$ cat config.mk
export PLATFORM = sky130hd
export DESIGN_NAME = svg_cordic_cell
export DESIGN_NICKNAME = d
export VERILOG_FILES = /design/src/hw/rtl/svg_pkg.sv /design/src/hw/rtl/svg_cordic_cell.sv
export SDC_FILE = /design/constraint.sdc
export NUM_CORES = 1
export LEC_CHECK = 0
export ABC_AREA = 1
export CAP_MARGIN = 20
export CORE_MARGIN = 5
export CORE_UTILIZATION = 55
export DETAILED_ROUTE_END_ITERATION = 8
export DONT_BUFFER_PORTS = 1
export HOLD_SLACK_MARGIN = 0.03
export PLACE_DENSITY = 0.7
export SLEW_MARGIN = 20
export SYNTH_ARGS = -nofsm -noshare
export SYNTH_HDL_FRONTEND = slang
export SYNTH_SLANG_ARGS = --single-unit
$ cat constraint.sdc
create_clock -name clk -period 5.7 [get_ports clk]
set_input_delay 0.855 -clock clk [delete_from_list [all_inputs] [get_ports clk]]
set_output_delay 0.855 -clock clk [all_outputs]
set_load 0.02 [all_outputs]
$ cat src/hw/rtl/svg_pkg.sv
package svg_pkg;

  localparam int MAX_SEG_DEF       = 1024;
  localparam int CORDIC_STAGES_DEF = 16;

  localparam int SEG_W     = 11;
  localparam int DIV_STEPS = 31;
  localparam int REM_W     = 42;
  localparam int XY_W      = 34;
  localparam int Z_W       = 32;

  localparam logic [30:0] TWO_PI_Q28  = 31'd1686629713;
  localparam logic [31:0] HALF_PI_Q28 = 32'd421657428;
  localparam logic signed [XY_W-1:0] CORDIC_GAIN_Q30 = 34'sd652032874;

  localparam logic [27:0] ATAN_Q28 [24] = '{
    28'd210828714, 28'd124459457, 28'd65760959, 28'd33381290, 28'd16755422, 28'd8385879,
    28'd4193963, 28'd2097109, 28'd1048571, 28'd524287, 28'd262144, 28'd131072,
    28'd65536, 28'd32768, 28'd16384, 28'd8192, 28'd4096, 28'd2048,
    28'd1024, 28'd512, 28'd256, 28'd128, 28'd64, 28'd32
  };

  localparam logic [1:0] CFG_SEG_AROUND = 2'd0;
  localparam logic [1:0] CFG_SEG_UP     = 2'd1;
  localparam logic [1:0] CFG_RADIUS     = 2'd2;
  localparam logic [1:0] CFG_MAX_THETA  = 2'd3;

  typedef struct packed {
    logic [9:0]  lat_index;
    logic [10:0] lon_index;
  } in_item_t;

  typedef struct packed {
    logic signed [15:0] pos_x;
    logic signed [15:0] pos_y;
    logic signed [15:0] pos_z;
    logic signed [15:0] nrm_x;
    logic signed [15:0] nrm_y;
    logic signed [15:0] nrm_z;
    logic signed [15:0] tan_x;
    logic signed [15:0] tan_z;
    logic [15:0]        tex_u;
    logic [15:0]        tex_v;
    logic               bad_index;
  } out_item_t;

  typedef struct packed {
    logic [REM_W-1:0]     rem;
    logic [DIV_STEPS-1:0] quo;
  } div_lane_t;

  typedef struct packed {
    logic signed [XY_W-1:0] x;
    logic signed [XY_W-1:0] y;
    logic signed [Z_W-1:0]  z;
  } cordic_t;

  typedef struct packed {
    logic [2:0]  quad;
    logic [31:0] res;
  } red_t;

  typedef struct packed {
    logic        bad;
    logic [15:0] u;
    logic [15:0] v;
    logic [1:0]  qp;
    logic [1:0]  qt;
  } side_t;

endpackage

$ cat src/hw/rtl/svg_cordic_cell.sv
module svg_cordic_cell
  import svg_pkg::*;
#(
  parameter int K = 0
) (
  input  logic    clk,
  input  logic    en,
  input  cordic_t c_i,
  output cordic_t c_o
);

  logic signed [XY_W-1:0] dx;
  logic signed [XY_W-1:0] dy;
  logic signed [Z_W-1:0]  atn;
  cordic_t                c_nxt;
  cordic_t                c_r;

  assign dx  = c_i.y >>> K;
  assign dy  = c_i.x >>> K;
  assign atn = signed'({4'b0, ATAN_Q28[K]});

  always_comb begin
    c_nxt = c_i;
    if (!c_i.z[Z_W-1]) begin
      c_nxt.x = c_i.x - dx;
      c_nxt.y = c_i.y + dy;
      c_nxt.z = c_i.z - atn;
    end else begin
      c_nxt.x = c_i.x + dx;
      c_nxt.y = c_i.y - dy;
      c_nxt.z = c_i.z + atn;
    end
  end

  always_ff @(posedge clk) begin
    if (en) c_r <= c_nxt;
  end

  assign c_o = c_r;

endmodule

==> impl_metrics.tcl, run 1 <==
set metrics [dict create \
    status "finished, final reports clean" \
    worstPathRequired_ps 5830 \
    start_util 0.559 \
    chipWidth_um 156 \
    drtAntennaViolNets 0 \
    rsz0062_at_grt "false" \
    dr.first_iter.drc_count 1020 \
    avgSynthCellArea_um2 6.60 \
    ys_seq_area_frac 0.253 \
    syn_to_final_growth_pct 3.52 \
    netlist_area_um2 11800 \
    ctsHoldBuffers 0 \
    p_total_w 0.00281 \
    ir_worst_vdd_mv 0.150 \
    gp_congestion 1.02 \
    min_to "c_o[0]" \
    core_um2 21000 \
    placementRows 53 \
    drv_cap 0 \
    routed_wl_mm 38.9 \
    path_buf_inv 1 \
    p_per_area_nw_per_um2 231 \
    cts_root_buffer "clkbuf_16" \
    io_pins 202 \
    fin_tns_setup_ps 0 \
    yosysUniqueCellTypes 41 \
    clk_pin_slew_worst_paths_ps 90 \
    grt_overflow 0 \
    dp.cells 2013 \
    drive_gt1_frac 0.0257 \
    cts_tree "built" \
    nets 1983 \
    numCtsBuffers 9 \
    drtPass1Iterations 5 \
    synth_cells 1780 \
    max_stage_delay_ps 480 \
    diodes 0 \
    final_cell_area_um2 12200 \
    antenna_found_initial 0 \
    worstHoldStart "c_i[0]" \
    h-tree-depth 3 \
    worstMarginPinSlew_ps 787 \
    worstSetupEndpointType "flip-flop" \
    wl_per_cell_um 19.2 \
    post_cts_buffers 0 \
    synth_xor_area_frac 0.0365 \
    synth_fp_nets 2014 \
    clockBufferDepth 2 \
    cts_resized 0 \
    synth-simple-area-share 0.310 \
    nFillCells 2112 \
    hp-class "input port to flip-flop" \
    holdWs_ps 585 \
    setup_viol 0 \
    synth_warnings 0 \
    synth-compound-area-share 0.159 \
    drc 0 \
    synthAdderAreaFrac 0.143 \
    startpoint_type "input port" \
    synth_top_family_by_area "simple AND/OR/NAND/NOR gates" \
    finalMaxSlewViolations 0 \
    largest_register_ffs 99 \
    power_leakage_nw 5.89 \
    fin_crit_ps 2840 \
    placed_cell_area_um2 11800 \
    track_usage 0.310 \
    cp_top_family "simple AND/OR/NAND/NOR gates" \
    cp_slowest_cell "ha_1" \
    cp_data_arrival_time_ps 2970 \
    hold_violations 0 \
    cp_max_fo 13 \
    ys_ff_latch 99 \
    grt_pass1_wl_mm 59.1 \
    grt_pass1_vias 11200 \
    crit_chain "inv_1 -> ha_1 -> o21ai_0 -> nor2_2 -> o21ai_2 -> nand2_1 -> nand2_1 -> nand2_1 -> nand2_1 -> nand2_1 -> nand3_1 -> nand2_1" \
    fmax_ghz 0.353 \
    path_class "input port to flip-flop" \
    dp_hpwl_mm 32.2 \
    grt_max_degree 100 \
    clkSinkCount 99 \
    finalCritPeriodShare 0.498 \
    crit_path_frequent_cell "nand2_1" \
    slew_headroom 0.475 \
    die-area_um2 24400 \
    synthMuxAreaShare 0.00170 \
    fin_cells 2029 \
    hold_depth 0 \
    vias 11800 \
    port_buffers 0 \
    die_h_um 156 \
    avgViaCountPerCell 5.80 \
]
kinds of logic after synthesis:
group                      Yosys count
buffers and inverters              277
DFF                                 99
xor gates and xnor gates            49
adders and majority gates          132
and+or+nand+nor                    881
AOI/OAI and AO/OA                  340
muxes                                2
final cells by class:
type	count	area (µm²)	share of cell area
clock buffer	9	225	0.0185
clock inverter	7	95.1	0.00782
inverter	234	878	0.0722
multi-input combinational	1404	7640	0.628
sequential	99	2970	0.244
tap	275	344	0.0283
timing repair buffer	1	7.51	0.000617
cells in the final DEF (no fill, tap or decap), types with 2 or more instances in the layout:
cell type	netlist	routed
and2_1	2	2
nor3_1	24	24
and3_1	2	2
a21oi_1	158	158
nand3b_1	3	3
nor2_1	176	176
xnor2_1	5	5
a21oi_2	3	3
a21o_1	15	15
o21bai_1	14	14
o21ai_1	7	7
edfxtp_1	99	99
o21ai_0	105	105
xor2_1	44	44
nand2_1	488	488
nand3_1	155	155
clkinv_4	0	2
o21ai_2	3	3
ha_1	128	128
fa_1	4	4
inv_1	225	225
o21a_1	5	5
inv_8	0	2
o22ai_1	5	5
mux2i_1	2	2
clkbuf_16	0	9
inv_2	9	9
a21boi_0	3	3
o31ai_1	5	5
a31oi_1	8	8
or2_2	3	3
nor2_2	6	6
a21boi_1	2	2
o211ai_1	6	6
nor4_1	2	2
nand4_1	17	17
synth_stat cells, drive strengths merged:
| library cell | n | area (µm²) |
|---|---|---|
| nor2 | 182 | 698 |
| xor2 | 44 | 385 |
| o211ai | 7 | 57.6 |
| o31ai | 5 | 37.5 |
| buf | 36 | 231 |
| fa | 4 | 80.1 |
| o22ai | 5 | 31.3 |
| o21ai | 115 | 587 |
| inv | 234 | 878 |
| nand2 | 489 | 1840 |
| a21boi | 5 | 37.5 |
| mux2i | 2 | 20.0 |
| nand4 | 17 | 106 |
| clkbuf | 7 | 26.3 |
| and3 | 2 | 12.5 |
| nand3b | 3 | 22.5 |
| a21oi | 161 | 817 |
| nand3 | 155 | 776 |
| o21bai | 14 | 105 |
| a31oi | 8 | 50.1 |
| ha | 128 | 1600 |
| edfxtp | 99 | 2970 |
| xnor2 | 5 | 43.8 |
| and2 | 2 | 12.5 |
| a21o | 15 | 113 |
| or2 | 3 | 18.8 |
| nor4 | 3 | 25.0 |
| nor3 | 25 | 130 |
| o21a | 5 | 37.5 |
power breakdown:
part	internal, W	leakage (nW)	switching, W
Sequential	0.000954	0.967	0.000187
Clock	0.000355	0.157	0.000337
Combinational	0.000310	4.77	0.000671
Total	0.00162	5.89	0.00120
stage by stage:
step | setup WS, ps | util
2_1_floorplan | 2820 | -
3_3_place_gp | 2540 | 0.564
3_5_place_dp | 2550 | 0.564
4_1_cts | 2940 | 0.579
5_1_grt | 2620 | 0.579
6_report | 2860 | 0.579
worst max path at each step:
stage          slack [ps]      end    start  cells after the start
2_1_floorplan        2820  c_o[28]  c_i[31]                     14
3_3_place_gp         2540  c_o[62]  c_i[32]                     14
3_5_place_dp         2550  c_o[62]  c_i[32]                     14
4_1_cts              2940  c_o[62]  c_i[32]                     14
5_1_grt              2620  c_o[90]  c_i[35]                     12
6_report             2860  c_o[90]  c_i[35]                     12
layer usage:
metal  part of all wire  wire length [µm]  track usage  vias up
met1               0.42             16300        0.397     5335
met4              0.039              1500        0.125        0
met5                  0                 0            0        -
li1                   -                 -            -     5821
met3              0.090              3490       0.0699       79
met2               0.45             17600        0.507      540
Power figures use the tool's default switching activity.
==> run 2: changes to the inputs <==
--- a/config.mk
+++ b/config.mk
@@ -12,7 +12,7 @@
 export DETAILED_ROUTE_END_ITERATION = 8
 export DONT_BUFFER_PORTS = 1
 export HOLD_SLACK_MARGIN = 0.03
-export PLACE_DENSITY = 0.7
+export PLACE_DENSITY = 0.73
 export SLEW_MARGIN = 20
 export SYNTH_ARGS = -nofsm -noshare
 export SYNTH_HDL_FRONTEND = slang
==> constraint.sdc (replaced) <==
create_clock -name clk -period 2.53 [get_ports clk]
set_input_delay 0.3795 -clock clk [delete_from_list [all_inputs] [get_ports clk]]
set_output_delay 0.3795 -clock clk [all_outputs]
set_load 0.02 [all_outputs]
==> run 2 against run 1 <==
Combinational power grew 140%; via count grew 4.2%; non-clock buffer count increased by 69; final area is 4.0% higher; clock power grew 100%; critical endpoint is now c_o[96]; largest power group unchanged; highest routed layer unchanged.
==> impl_metrics.tcl, run 2 (synthesis gave the netlist of run 1 again) <==
set metrics [dict create \
    slew_headroom 0.552 \
    switching_share 0.424 \
    worst_slack_ps 310 \
    drc 0 \
    hold_depth 0 \
    setup_viol 0 \
    netSwitchingPower_w 0.00269 \
    placed_cell_area_um2 12400 \
    worstPathRequired_ps 2650 \
    nFillCells 2049 \
    die_h_um 156 \
    startpoint_type "input port" \
    pwr-share-clk 0.223 \
    hp-class "input port to flip-flop" \
    numCtsBuffers 9 \
    chipWidth_um 156 \
    dp_hpwl_mm 32.8 \
    status "finished, final reports clean" \
    worstSetupEndpointType "flip-flop" \
    placementRows 53 \
    die-area_um2 24400 \
    gp_congestion 0.972 \
    fmax_ghz 0.450 \
    cp_data_arrival_time_ps 2340 \
    post-place-ws_ps -9.85 \
    hold_violations 0 \
    p_per_area_nw_per_um2 502 \
    power.internal_w 0.00366 \
    grt_pass1_wl_mm 61.5 \
    post_cts_buffers 0 \
    final_cell_mix "nand2_1 (488), inv_1 (225), nor2_1 (176), a21oi_1 (158), nand3_1 (155)" \
    grt_max_degree 100 \
    nets 2052 \
    p_total_w 0.00635 \
    diodes 0 \
    ctsHoldBuffers 0 \
    antenna_found_initial 0 \
    final_cell_area_um2 12600 \
    cts_resized 0 \
    path_class "input port to flip-flop" \
    pwr-share-seq 0.405 \
    avgViaCountPerCell 5.85 \
    worstMarginPinSlew_ps 672 \
    port_buffers 0 \
    io_pins 202 \
    clk_pin_slew_worst_paths_ps 80 \
    clockBufferDepth 2 \
    ff_latch_area_um2 2970 \
    wl_per_cell_um 18.9 \
    drtAntennaViolNets 0 \
    final_common_cell "nand2_1" \
    track_usage 0.316 \
    core_um2 21000 \
    clkSinkCount 99 \
    start_util 0.559 \
    rsz0062_at_grt "false" \
    drv_cap 0 \
    h-tree-depth 3 \
    dr.first_iter.drc_count 1033 \
    drive_gt1_frac 0.0625 \
    cts_tree "built" \
    multi_input_area_um2 7640 \
    dp.cells 2082 \
    power_leakage_nw 6.20 \
    largest_register_ffs 99 \
    finalCritPeriodShare 0.877 \
    grt_overflow 0 \
    cp_max_fo 12 \
    fin_crit_ps 2220 \
    combPwrFrac 0.372 \
    fin_cells 2098 \
    grt_pass1_vias 11800 \
    drtPass1Iterations 6 \
    finalMaxSlewViolations 0 \
    ir_worst_vdd_mv 0.343 \
    syn_to_final_growth_pct 7.63 \
    cts_root_buffer "clkbuf_16" \
    routed_wl_mm 39.6 \
    vias 12300 \
]
run 2: area by class of cell:
class / count / share of cell area
Clock buffer: 9 / 0.0178
Clock inverter: 7 / 0.00475
Inverter: 234 / 0.0694
Multi-Input combinational cell: 1404 / 0.604
Sequential cell: 99 / 0.235
Tap cell: 275 / 0.0272
Timing Repair Buffer: 70 / 0.0415
run 2: path summary, 6_finish.rpt:
path | from | to | slack [ps]
max | c_i[36] | c_o[96] | 310
min | c_i[0] | c_o[0] | 120
run 2: metrics by stage:
step            util  hold slack, ps  TNS [ps]
2_1_floorplan      -             478         0
4_1_cts        0.602             111         0
6_report       0.602             122         0
3_5_place_dp   0.588             479     -25.3
3_3_place_gp   0.588             478      -284
5_1_grt        0.602             101         0
run 2: power by group through the flow:
stage	clock [W]	combinational [W]	sequential, W
finish	0.00141	0.00236	0.00257
global route	0.00149	0.00261	0.00260
CTS	0.00142	0.00232	0.00258
detailed placement	0	0.00230	0.00261
global placement	0	0.00227	0.00261
floorplan	0	0.00164	0.00254
run 2: metal layers:
metal	vias to the layer above	GRT usage	share of wire
li1	5953	-	-
met1	5594	0.422	0.42
met5	-	0	0
met2	637	0.522	0.45
met3	82	0.0585	0.099
met4	0	0.102	0.031
run 2: worst max-delay path, cell delays in order:
cell	delay [ps]
inv_1	20
ha_1	540
nand2_1	250
nor2_1	230
nand2_1	70
o211ai_1	140
nand2_1	130
nand2_1	170
nand2_1	130
nand2_1	90
nand2_1	50
nand3_1	60
nand2_1	60
