<file path="src/hw/rtl/svg_pkg.sv">
package svg_pkg;

  localparam int MAX_SEG_DEF       = 1024;
  localparam int CORDIC_STAGES_DEF = 16;

  localparam int SEG_W     = 11;
  localparam int DIV_STEPS = 31;
  localparam int REM_W     = 42;
  localparam int XY_W      = 34;
  localparam int Z_W       = 32;

  localparam logic [30:0] TWO_PI_Q28  = 31'd1686629713;
  localparam logic [31:0] HALF_PI_Q28 = 32'd421657428;
  localparam logic signed [XY_W-1:0] CORDIC_GAIN_Q30 = 34'sd652032874;

  localparam logic [27:0] ATAN_Q28 [24] = '{
    28'd210828714, 28'd124459457, 28'd65760959, 28'd33381290, 28'd16755422, 28'd8385879,
    28'd4193963, 28'd2097109, 28'd1048571, 28'd524287, 28'd262144, 28'd131072,
    28'd65536, 28'd32768, 28'd16384, 28'd8192, 28'd4096, 28'd2048,
    28'd1024, 28'd512, 28'd256, 28'd128, 28'd64, 28'd32
  };

  localparam logic [1:0] CFG_SEG_AROUND = 2'd0;
  localparam logic [1:0] CFG_SEG_UP     = 2'd1;
  localparam logic [1:0] CFG_RADIUS     = 2'd2;
  localparam logic [1:0] CFG_MAX_THETA  = 2'd3;

  typedef struct packed {
    logic [9:0]  lat_index;
    logic [10:0] lon_index;
  } in_item_t;

  typedef struct packed {
    logic signed [15:0] pos_x;
    logic signed [15:0] pos_y;
    logic signed [15:0] pos_z;
    logic signed [15:0] nrm_x;
    logic signed [15:0] nrm_y;
    logic signed [15:0] nrm_z;
    logic signed [15:0] tan_x;
    logic signed [15:0] tan_z;
    logic [15:0]        tex_u;
    logic [15:0]        tex_v;
    logic               bad_index;
  } out_item_t;

  typedef struct packed {
    logic [REM_W-1:0]     rem;
    logic [DIV_STEPS-1:0] quo;
  } div_lane_t;

  typedef struct packed {
    logic signed [XY_W-1:0] x;
    logic signed [XY_W-1:0] y;
    logic signed [Z_W-1:0]  z;
  } cordic_t;

  typedef struct packed {
    logic [2:0]  quad;
    logic [31:0] res;
  } red_t;

  typedef struct packed {
    logic        bad;
    logic [15:0] u;
    logic [15:0] v;
    logic [1:0]  qp;
    logic [1:0]  qt;
  } side_t;

endpackage

</file>
<file path="src/hw/rtl/svg_div_cell.sv">
module svg_div_cell
  import svg_pkg::*;
#(
  parameter int BIT = 0
) (
  input  logic             clk,
  input  logic             en,
  input  logic [SEG_W-1:0] den,
  input  div_lane_t        lane_i,
  output div_lane_t        lane_o
);

  logic [REM_W-1:0] dsh;
  div_lane_t        lane_nxt;
  div_lane_t        lane_r;

  assign dsh = REM_W'(den) << BIT;

  // one quotient bit per cell
  always_comb begin
    lane_nxt = lane_i;
    if (lane_i.rem >= dsh) begin
      lane_nxt.rem      = lane_i.rem - dsh;
      lane_nxt.quo[BIT] = 1'b1;
    end
  end

  always_ff @(posedge clk) begin
    if (en) lane_r <= lane_nxt;
  end

  assign lane_o = lane_r;

endmodule

</file>
<file path="config.mk">
export PLATFORM = sky130hd
export DESIGN_NAME = svg_div_cell
export DESIGN_NICKNAME = d
export VERILOG_FILES = /design/src/hw/rtl/svg_pkg.sv /design/src/hw/rtl/svg_div_cell.sv
export SDC_FILE = /design/constraint.sdc
export NUM_CORES = 1
export LEC_CHECK = 0
export ABC_AREA = 1
export BUFFER_PORTS_ARGS = -buffer_cell sky130_fd_sc_hd__buf_2
export CORE_ASPECT_RATIO = 0.9
export CORE_MARGIN = 10
export CORE_UTILIZATION = 47
export DETAILED_ROUTE_END_ITERATION = 16
export HOLD_SLACK_MARGIN = 0.12
export PLACE_DENSITY = 0.82
export SYNTH_ARGS = -nofsm -noshare
export SYNTH_HDL_FRONTEND = slang
export SYNTH_SLANG_ARGS = --single-unit
</file>
<file path="constraint.sdc">
create_clock -name clk -period 1.8 [get_ports clk]
set_input_delay 0.18 -clock clk [delete_from_list [all_inputs] [get_ports clk]]
set_output_delay 0.18 -clock clk [all_outputs]
set_load 0.1 [all_outputs]
</file>
==> reports/results.tsv, run 1 <==
metric	value	unit
crit-path max cell delay	400	ps
Pwr Total	6.04	mW
port buffer count	158	
Via-to-Cell Ratio	4.89	
Worst Tran Pin Value	507	ps
max reg flops	73	
share of total power in combinational logic	36.6	%
CP max FO	4	
Clock transition at path regs	70	ps
Final Worst Setup Slack	97.2	ps
part of the power in registers	34.6	%
Slew HR	66.4	%
gpl congestion	1.04	
Most common cell on crit path	nand2_1	
antenna violations before repair	0	
clock network power share	28.7	%
Antenna diodes	0	
Max Fclk	0.587	GHz
EDFF count, synth	73	
Routed Antenna Nets	0	
outcome	finished, final reports clean	
Std-Cell Rows	35	
Ports	159	
commonest non-fill, non-tap cell in the layout	nand2_1	
leading area contributor after synthesis	edfxtp_1	
Layout area overhead	45.5	%
mean routed wirelength per cell	15.5	um
HP Start	lane_i[31]	
largest net degree at the start of global routing	74	
Die X-Extent	127	um
Cell Area, Placed	6460	um2
internal power	3.55	mW
Hold WC Path Type	primary input to flop	
Final Cell Area	7080	um2
Hold Path Depth	3	
final net count	1017	
Clock Path Buffers	2	
Synth top area share	45.1	%
DRT iter0 DRCs	484	
sequential share of the synthesized area	45.1	%
sw frac	41.3	%
Max Cap Violations	0	
yosys warns	0	
Setup Slack @ Placement	-278	ps
CTS tree	built	
Avg Inst Size Synth	7.64	um2
Mapped Cells	637	
first-pass GRT wire length	25500	um
Hold EP	lane_o[31]	
most frequent cells in the layout	199 x nand2_1, 158 x buf_2, 111 x inv_1, 86 x buf_4, 77 x nor2_1	
die area	14800	um2
Num CTS Buffers	9	
Overflow after GRT	0	
vias in the first global route	5110	
kind of cell adding the most delay to the critical path	simple AND/OR/NAND/NOR gates	
drt first pass iters	5	
Final Util	69.7	%
setup_tns	0	ps
setup violators final	0	
Root Driver	clkbuf_16	
worst vdd ir	0.803	mV
crit share post-route	94.6	%
# DRC	0	
Crit Path Class	primary input to flop	
min Tclk post-route	1700	ps
Critical Path AT	1780	ps
Critical Path Source Type	primary input	
total track usage	21.5	%
Placeable Area	10200	um2
CTS H-tree depth	3	
Worst EP required	1880	ps
top cells by area, synth	edfxtp_1 45%, nand2_1 16%, inv_1 8.6%	
Synth cell types	31	
area of the mapped netlist	4870	um2
via count of the routed design	5154	
Die Y	117	um
Critical-path top delay cell	fa_2	
Leak	3.50	nW
register bit total from synthesis	73	
Slew Viols, Final	0	
syn nets	735	
Post-Route WL	16300	um
Sink Count	73	
worst-path cell chain	buf_2 -> inv_1 -> ha_1 -> inv_1 -> fa_2 -> buf_4 -> nand2_1 -> nand3_1 -> nand4_1 -> nand2_1 -> nand2_1 -> a21oi_2	
crit end category	flop	
initial core utilization	47.9	%
asr flop ratio synth	0	%
Final Hold Fails	0	
WP buf/inv	4	
Switch Pwr	2.50	mW
share of cells above drive strength 1	34.4	%
Main synth FF type	edfxtp_1	
RSZ-0062 raised after global routing	no	
Power Dens Cells	854	nW/um2
dpl hpwl	12800	um
-- cell usage after synthesis (2+ instances only) --
| library cell | n |
|---|---|
| a21oi_1 | 9 |
| a21oi_2 | 7 |
| buf_4 | 2 |
| edfxtp_1 | 73 |
| ha_1 | 11 |
| inv_1 | 111 |
| inv_2 | 5 |
| nand2_1 | 202 |
| nand2_2 | 7 |
| nand3_1 | 51 |
| nand3_2 | 2 |
| nand3b_1 | 6 |
| nand4_1 | 17 |
| nor2_1 | 78 |
| nor2_2 | 7 |
| nor2_4 | 4 |
| nor3_1 | 6 |
| o21ai_0 | 7 |
| o21ai_2 | 10 |
| xnor2_1 | 8 |
| xor2_1 | 4 |
-- kinds of logic (layout without fill, tap and decap cells) --
kind of cell | Yosys count | in the layout | share of synthesized area (%)
compound gates | 35 | 35 | 5.01
xor+xnor | 12 | 12 | 2.16
fa+ha+maj | 12 | 12 | 3.24
buf+inv | 122 | 409 | 10.2
flops | 73 | 73 | 45.1
simple gates | 383 | 383 | 34.3
-- power groups by stage --
stage | Sequential (mW) | Combinational, mW | Clock (mW)
after global routing | 2.11 | 2.33 | 1.83
after CTS | 2.09 | 2.20 | 1.75
final | 2.09 | 2.21 | 1.74
after detailed placement | 2.13 | 2.14 | 0
after floorplan | 3.27 | 0.421 | 0
after global placement | 2.12 | 2.12 | 0
-- how the worst max path moves through the flow --
stage | startpoint | slack [ps] | to | cells after the start
after floorplan | lane_i[31] | -4 | lane_o[59] | 14
after global placement | den[10] | -250 | lane_o[66] | 11
after detailed placement | den[9] | -280 | lane_o[40] | 13
after CTS | den[9] | 70 | lane_o[40] | 13
after global routing | den[3] | 6 | lane_o[61] | 14
final | lane_i[31] | 100 | lane_o[69] | 12
-- final cells by class --
cell class,count,area [um2]
sequential,73,2190
fill,830,3080
timing repair buffer,276,1770
inverter,117,447
clock inverter,7,60.1
multi-input combinational,442,2230
clock buffer,9,225
tap,129,161
-- metal layers --
metal	vias to the layer above	routed length [um]	GRT usage, %
li1	2592	-	-
met1	2325	6930	26.6
met2	212	7630	36.9
met3	25	1480	5.81
met4	0	221	4.62
met5	-	0	0
-- timing repair --
| item | 4_1_cts | 5_1_grt |
|---|---|---|
| endpoints found under the setup margin | 0 | 34 |
| setup buffers | 0 | 0 |
| endpoints found under the hold margin | 31 | 0 |
| gates resized for setup | 0 | 9 |
| hold buffers | 31 | 0 |
-- per-stage QoR --
step                instances  hold slack [ps]
global route             1053              142
finish                   1053              127
global placement         1006              356
floorplan                 637              279
CTS                      1053              125
detailed placement       1006              359
(Power assumes the default switching activity.)
==> inputs of run 2 (changes only) <==
--- a/config.mk
+++ b/config.mk
@@ -5,14 +5,13 @@
 export SDC_FILE = /design/constraint.sdc
 export NUM_CORES = 1
 export LEC_CHECK = 0
-export ABC_AREA = 1
 export BUFFER_PORTS_ARGS = -buffer_cell sky130_fd_sc_hd__buf_2
 export CORE_ASPECT_RATIO = 0.9
 export CORE_MARGIN = 10
-export CORE_UTILIZATION = 47
+export CORE_UTILIZATION = 48
 export DETAILED_ROUTE_END_ITERATION = 16
 export HOLD_SLACK_MARGIN = 0.12
-export PLACE_DENSITY = 0.82
+export PLACE_DENSITY = 0.85
 export SYNTH_ARGS = -nofsm -noshare
 export SYNTH_HDL_FRONTEND = slang
 export SYNTH_SLANG_ARGS = --single-unit
==> constraint.sdc (replaced) <==
create_clock -name clk -period 1.9 [get_ports clk]
set_input_delay 0.19 -clock clk [delete_from_list [all_inputs] [get_ports clk]]
set_output_delay 0.19 -clock clk [all_outputs]
set_load 0.1 [all_outputs]
==> run 2 against run 1 <==
  * The flow now finishes with violations (setup timing)
  * Non-clock buffer count up 11
  * Via count down 17%
  * Sequential cell count unchanged
  * Critical path depth down 3
  * Sequential power down 4%
  * Critical path type unchanged
  * Largest cell class is now sequential cells
==> reports/results.tsv, run 2 <==
metric	value	unit	change
Worst EP required	1980	ps	+100 ps
gpl congestion	0.857		-18%
first-pass GRT wire length	21200	um	-17%
syn nets	384		-48%
Max Cap Violations	0		unchanged
Post-Route WL	18800	um	+16%
worst-path cell chain	buf_6 -> or4_4 -> buf_6 -> nor3_4 -> o211ai_1 -> nand3_4 -> o311ai_2 -> nor4_1 -> xor2_1		
CP Capture Point	lane_o[62]		
final net count	673		-34%
register bit total from synthesis	73		unchanged
DR WL met2	8690	um	+14%
CTS H-tree depth	3		unchanged
Final Worst Setup Slack	-846	ps	-943 ps
Cell Area, Placed	5180	um2	-20%
Placeable Area	7510	um2	-26%
port buffer count	158		unchanged
antenna violations before repair	1		+1
Ports	159		unchanged
dpl hpwl	8540	um	-33%
Worst Setup SP	lane_i[43]		
Most common cell on crit path	buf_6		
die area	11500	um2	-22%
asr flop ratio synth	0	%	unchanged
worst vdd ir	0.518	mV	-35%
Clock Path Buffers	2		unchanged
Leak	2.74	nW	-22%
Mapped Cells	286		-55%
Crit Path Class	primary input to flop		
most common library cells after synthesis	73 x edfxtp_1, 25 x xor2_1, 21 x nor2_1		
area of the mapped netlist	3670	um2	-25%
Slew HR	40.2	%	-26 points
drt first pass iters	6		+1
DRT met1 WL	6170	um	-11%
Power Dens Cells	905	nW/um2	+6.0%
internal power	3.39	mW	-4.4%
kind of cell adding the most delay to the critical path	simple AND/OR/NAND/NOR gates		
vias in the first global route	3843		-25%
outcome	finished, violations left		
CTS tree	built		
Routed Antenna Nets	0		unchanged
initial core utilization	48.9	%	+0.97 points
Synth top area share	59.8	%	+15 points
CP max FO	7		+3
Hold Path Depth	2		-1
yosys warns	0		unchanged
most frequent cells in the layout	148 x buf_2, 89 x buf_4, 73 x edfxtp_1, 31 x dlygate4sd3_1, 24 x xor2_1		
Critical-path top delay cell	nor4_1		
Critical Path Source Type	primary input		
Final Hold Fails	0		unchanged
RSZ-0062 raised after global routing	yes		
Die Y	103	um	-12%
crit-path max cell delay	600	ps	+200 ps
DR WL met3	2520	um	+70%
largest net degree at the start of global routing	74		unchanged
failing checks	setup timing		
Synth cell types	42		+35%
Slew Viols, Final	0		unchanged
crit share post-route	145	%	
part of the power in registers	34.7	%	about the same
share of cells above drive strength 1	60.2	%	+26 points
Num CTS Buffers	9		unchanged
Avg Inst Size Synth	12.8	um2	+68%
DRT iter0 DRCs	677		+40%
total track usage	23.2	%	+1.6 points
Max Fclk	0.364	GHz	
Std-Cell Rows	30		-14%
crit end category	flop		
Switch Pwr	2.40	mW	-3.8%
Overflow after GRT	0		unchanged
Levels on crit path	9		-3
Layout area overhead	74.6	%	
Root Driver	clkbuf_8		
min Tclk post-route	2750	ps	
via count of the routed design	4279		-17%
leading area contributor after synthesis	edfxtp_1		
max reg flops	73		unchanged
sw frac	41.5	%	+0.13 points
clock network power share	27.7	%	-1.0 points
EDFF count, synth	73		unchanged
setup violators final	43		+43
# DRC	0		unchanged
highest metal used	met4		
top cells by area, synth	edfxtp_1 60%, xor2_1 6.0%, ha_1 3.8%		
commonest non-fill, non-tap cell in the layout	buf_2		
WP buf/inv	2		-2
Final Util	85.3	%	+16 points
Worst Tran Pin Value	895	ps	+388 ps
share of total power in combinational logic	37.6	%	+1.0 points
Via-to-Cell Ratio	6.30		+29%
worst hold slack	140	ps	+13.4 ps
sequential share of the synthesized area	59.8	%	+15 points
mean routed wirelength per cell	27.7	um	+79%
Sink Count	73		unchanged
Hold WC Path Type	primary input to flop		
Final Cell Area	6400	um2	-9.6%
Die X-Extent	112	um	-12%
Critical Path AT	2830	ps	+1050 ps
most frequent cell after synthesis	edfxtp_1		
Main synth FF type	edfxtp_1		
Clock transition at path regs	100	ps	+30 ps
run 2: per-stage QoR:
stage          TNS, ps  setup WS [ps]  instances  power (mW)
2_1_floorplan   -20530           -558        286        3.36
3_3_place_gp    -27030           -691        609        3.81
3_5_place_dp    -29040           -778        609        3.84
4_1_cts         -10870           -336        663        5.40
5_1_grt         -21200           -747        677        5.89
6_report        -21650           -846        679        5.79
run 2: layer usage:
metal	GRT usage [%]	up-vias
li1	-	1664
met1	25.8	1976
met2	40.9	476
met3	7.33	163
met4	8.77	0
met5	0	-
run 2: layout make-up:
cell class	instances	area, um2
multi-input cells	190	1840
clock buffers	10	128
flip-flops and latches	73	2190
fillers	337	1100
clock inverters	6	115
inverters	14	52.6
repair buffers	287	1950
diodes	3	7.51
well taps	96	120
run 2: kinds of logic after synthesis:
family          count (synthesis)  synth area share, %
simple gates                   97                 15.3
xor+xnor                       35                 8.36
mux                             7                 2.15
buf+inv                        24                 3.07
fa+ha+maj                      12                 4.30
flops                          73                 59.8
compound gates                 38                 7.09
run 2: power groups by stage:
| stage | clock, mW | combinational [mW] | sequential, mW |
|---|---|---|---|
| floorplan | 0 | 0.274 | 3.09 |
| global placement | 0 | 1.80 | 2.01 |
| detailed placement | 0 | 1.82 | 2.02 |
| CTS | 1.49 | 1.92 | 1.98 |
| global route | 1.65 | 2.22 | 2.02 |
| finish | 1.60 | 2.18 | 2.01 |
run 2: worst min path at each step:
stage	start	end	slack, ps
finish	lane_i[38]	lane_o[38]	140
global route	lane_i[38]	lane_o[38]	140
CTS	lane_i[36]	lane_o[36]	150
detailed placement	lane_i[16]	lane_o[16]	370
global placement	lane_i[3]	lane_o[3]	370
floorplan	lane_i[10]	lane_o[10]	290
run 2: timing repair:
item	4_1_cts	5_1_grt
hold buffers	31	0
setup buffers	7	12
setup endpoints to repair	43	43
resized for setup	28	67
endpoints found under the hold margin	31	0
pin swaps	11	15
gates cloned	0	1
==> inputs of run 3 (changes only) <==
--- a/config.mk
+++ b/config.mk
@@ -10,8 +10,11 @@
 export CORE_MARGIN = 10
 export CORE_UTILIZATION = 48
 export DETAILED_ROUTE_END_ITERATION = 16
+export GPL_ROUTABILITY_DRIVEN = 0
 export HOLD_SLACK_MARGIN = 0.12
 export PLACE_DENSITY = 0.85
+export SKIP_CTS_REPAIR_TIMING = 1
+export SLEW_MARGIN = 20
 export SYNTH_ARGS = -nofsm -noshare
 export SYNTH_HDL_FRONTEND = slang
 export SYNTH_SLANG_ARGS = --single-unit
==> run 3 against run 2 <==
  * The run still ends with setup timing left
  * Non-clock buffer count fell by 7
  * Sequential cell count did not move
  * Worst setup slack improved by 320 ps
  * Sequential power barely moved
  * Fmax rose by 13%
  * Worst hold slack improved by 16 ps
  * Utilization fell by 3.6 points
  * Die area did not move
  * Via count fell by 10%
  * Critical path type unchanged
  * Critical endpoint is now lane_o[49]
  * Highest routed layer unchanged
==> reports/results.tsv, run 3 (same netlist as run 2, synthesis figures left out) <==
metric	value	unit	change
Critical Path AT	2510	ps	-320 ps
Hold EP	lane_o[36]		
Power Dens Cells	905	nW/um2	about the same
Ports	159		unchanged
Layout area overhead	67.1	%	
Clock transition at path regs	80	ps	-20 ps
Routed Antenna Nets	0		unchanged
Crit Path Class	primary input to flop		
# DRC	0		unchanged
Max Fclk	0.412	GHz	+13%
Via-to-Cell Ratio	5.75		-8.7%
DR WL met2	7700	um	-11%
mean routed wirelength per cell	23.0	um	-17%
DRT iter0 DRCs	371		-45%
Pwr Total	5.55	mW	-4.3%
Std-Cell Rows	30		unchanged
CP max FO	4		-3
CTS H-tree depth	3		unchanged
Overflow after GRT	0		unchanged
Placed Cells	609		unchanged
share of cells above drive strength 1	55.5	%	-4.7 points
HP Start	lane_i[36]		
Post-Route WL	15400	um	-18%
Worst EP required	1980	ps	about the same
Max Cap Violations	0		unchanged
setup violators final	43		unchanged
final net count	666		-1.0%
die area	11500	um2	unchanged
largest net degree at the start of global routing	74		unchanged
Cell Area, Placed	5180	um2	unchanged
Critical Path Source Type	primary input		
Final Worst Setup Slack	-529	ps	+317 ps
drt first pass iters	7		+1
Placeable Area	7510	um2	unchanged
crit end category	flop		
crit share post-route	128	%	-17 points
port buffer count	158		unchanged
DRT met1 WL	5420	um	-12%
first-pass GRT wire length	16900	um	-20%
Sink Count	73		unchanged
DR WL met3	1590	um	-37%
via count of the routed design	3853		-10%
Leak	2.69	nW	-2.1%
failing checks	setup timing		
Root Driver	clkbuf_8		
max reg flops	73		unchanged
commonest non-fill, non-tap cell in the layout	buf_2		
Clock Path Buffers	2		unchanged
Hold WC Path Type	primary input to flop		
Final Hold Fails	0		unchanged
CTS tree	built		
outcome	finished, violations left		
Hold Path Depth	2		unchanged
Die X-Extent	112	um	unchanged
Final Cell Area	6130	um2	-4.3%
Worst Tran Pin Value	747	ps	-148 ps
min Tclk post-route	2430	ps	-317 ps
Final Util	81.7	%	-3.6 points
worst vdd ir	0.533	mV	+3.0%
RSZ-0062 raised after global routing	yes		
most frequent cells in the layout	155 x buf_2, 82 x buf_4, 73 x edfxtp_1, 31 x dlygate4sd3_1, 25 x xor2_1		
dpl hpwl	8540	um	unchanged
Die Y	103	um	unchanged
initial core utilization	48.9	%	unchanged
highest metal used	met4		
total track usage	18.2	%	-4.9 points
Num CTS Buffers	9		unchanged
non-filler cells in the finished layout	670		-1.3%
antenna violations before repair	1		unchanged
Slew HR	49.8	%	+9.6 points
vias in the first global route	3427		-11%
Slew Viols, Final	0		unchanged
run 3: report_power, final:
| part | leakage (nW) | internal (mW) | total, mW | switching, mW |
|---|---|---|---|---|
| registers | 0.715 | 1.95 | 2.00 | 0.0493 |
| clock network | 0.117 | 0.881 | 1.51 | 0.633 |
| logic | 1.86 | 0.509 | 2.04 | 1.53 |
run 3: worst max-delay path, stage by stage:
cell and delay [ps]:
buf_2 110, ha_1 400, nand3_1 180, nor4_2 390
buf_4 190, nor4_4 50, or4_1 520, o41ai_2 300
nand2_1 160
run 3: per-layer routing:
| layer | vias up | GRT usage [%] |
|---|---|---|
| met4 | 0 | 7.50 |
| met5 | - | 0 |
| li1 | 1646 | - |
| met2 | 323 | 32.8 |
| met1 | 1812 | 19.9 |
| met3 | 72 | 5.35 |
run 3: final cells by class:
cell class	instances	area, um2
well taps	96	120
repair buffers	280	1860
diodes	1	2.50
clock buffers	10	128
fillers	375	1380
clock inverters	6	115
multi-input cells	190	1660
flip-flops and latches	73	2190
inverters	14	52.6
run 3: how the worst max path moves through the flow:
stage	to	slack, ps	start
final	lane_o[49]	-530	lane_i[33]
after global routing	lane_o[49]	-650	den[2]
after global placement	lane_o[67]	-690	lane_i[43]
after detailed placement	lane_o[46]	-780	lane_i[43]
after CTS	lane_o[46]	-440	lane_i[43]
after floorplan	lane_o[66]	-560	lane_i[43]
run 3: through the flow:
| step | hold WS, ps | worst slack, ps | setup TNS (ps) |
|---|---|---|---|
| 2_1_floorplan | 289 | -558 | -20530 |
| 3_3_place_gp | 366 | -691 | -27030 |
| 3_5_place_dp | 369 | -778 | -29040 |
| 4_1_cts | 10.4 | -437 | -13540 |
| 5_1_grt | 166 | -646 | -21020 |
| 6_report | 157 | -529 | -17530 |
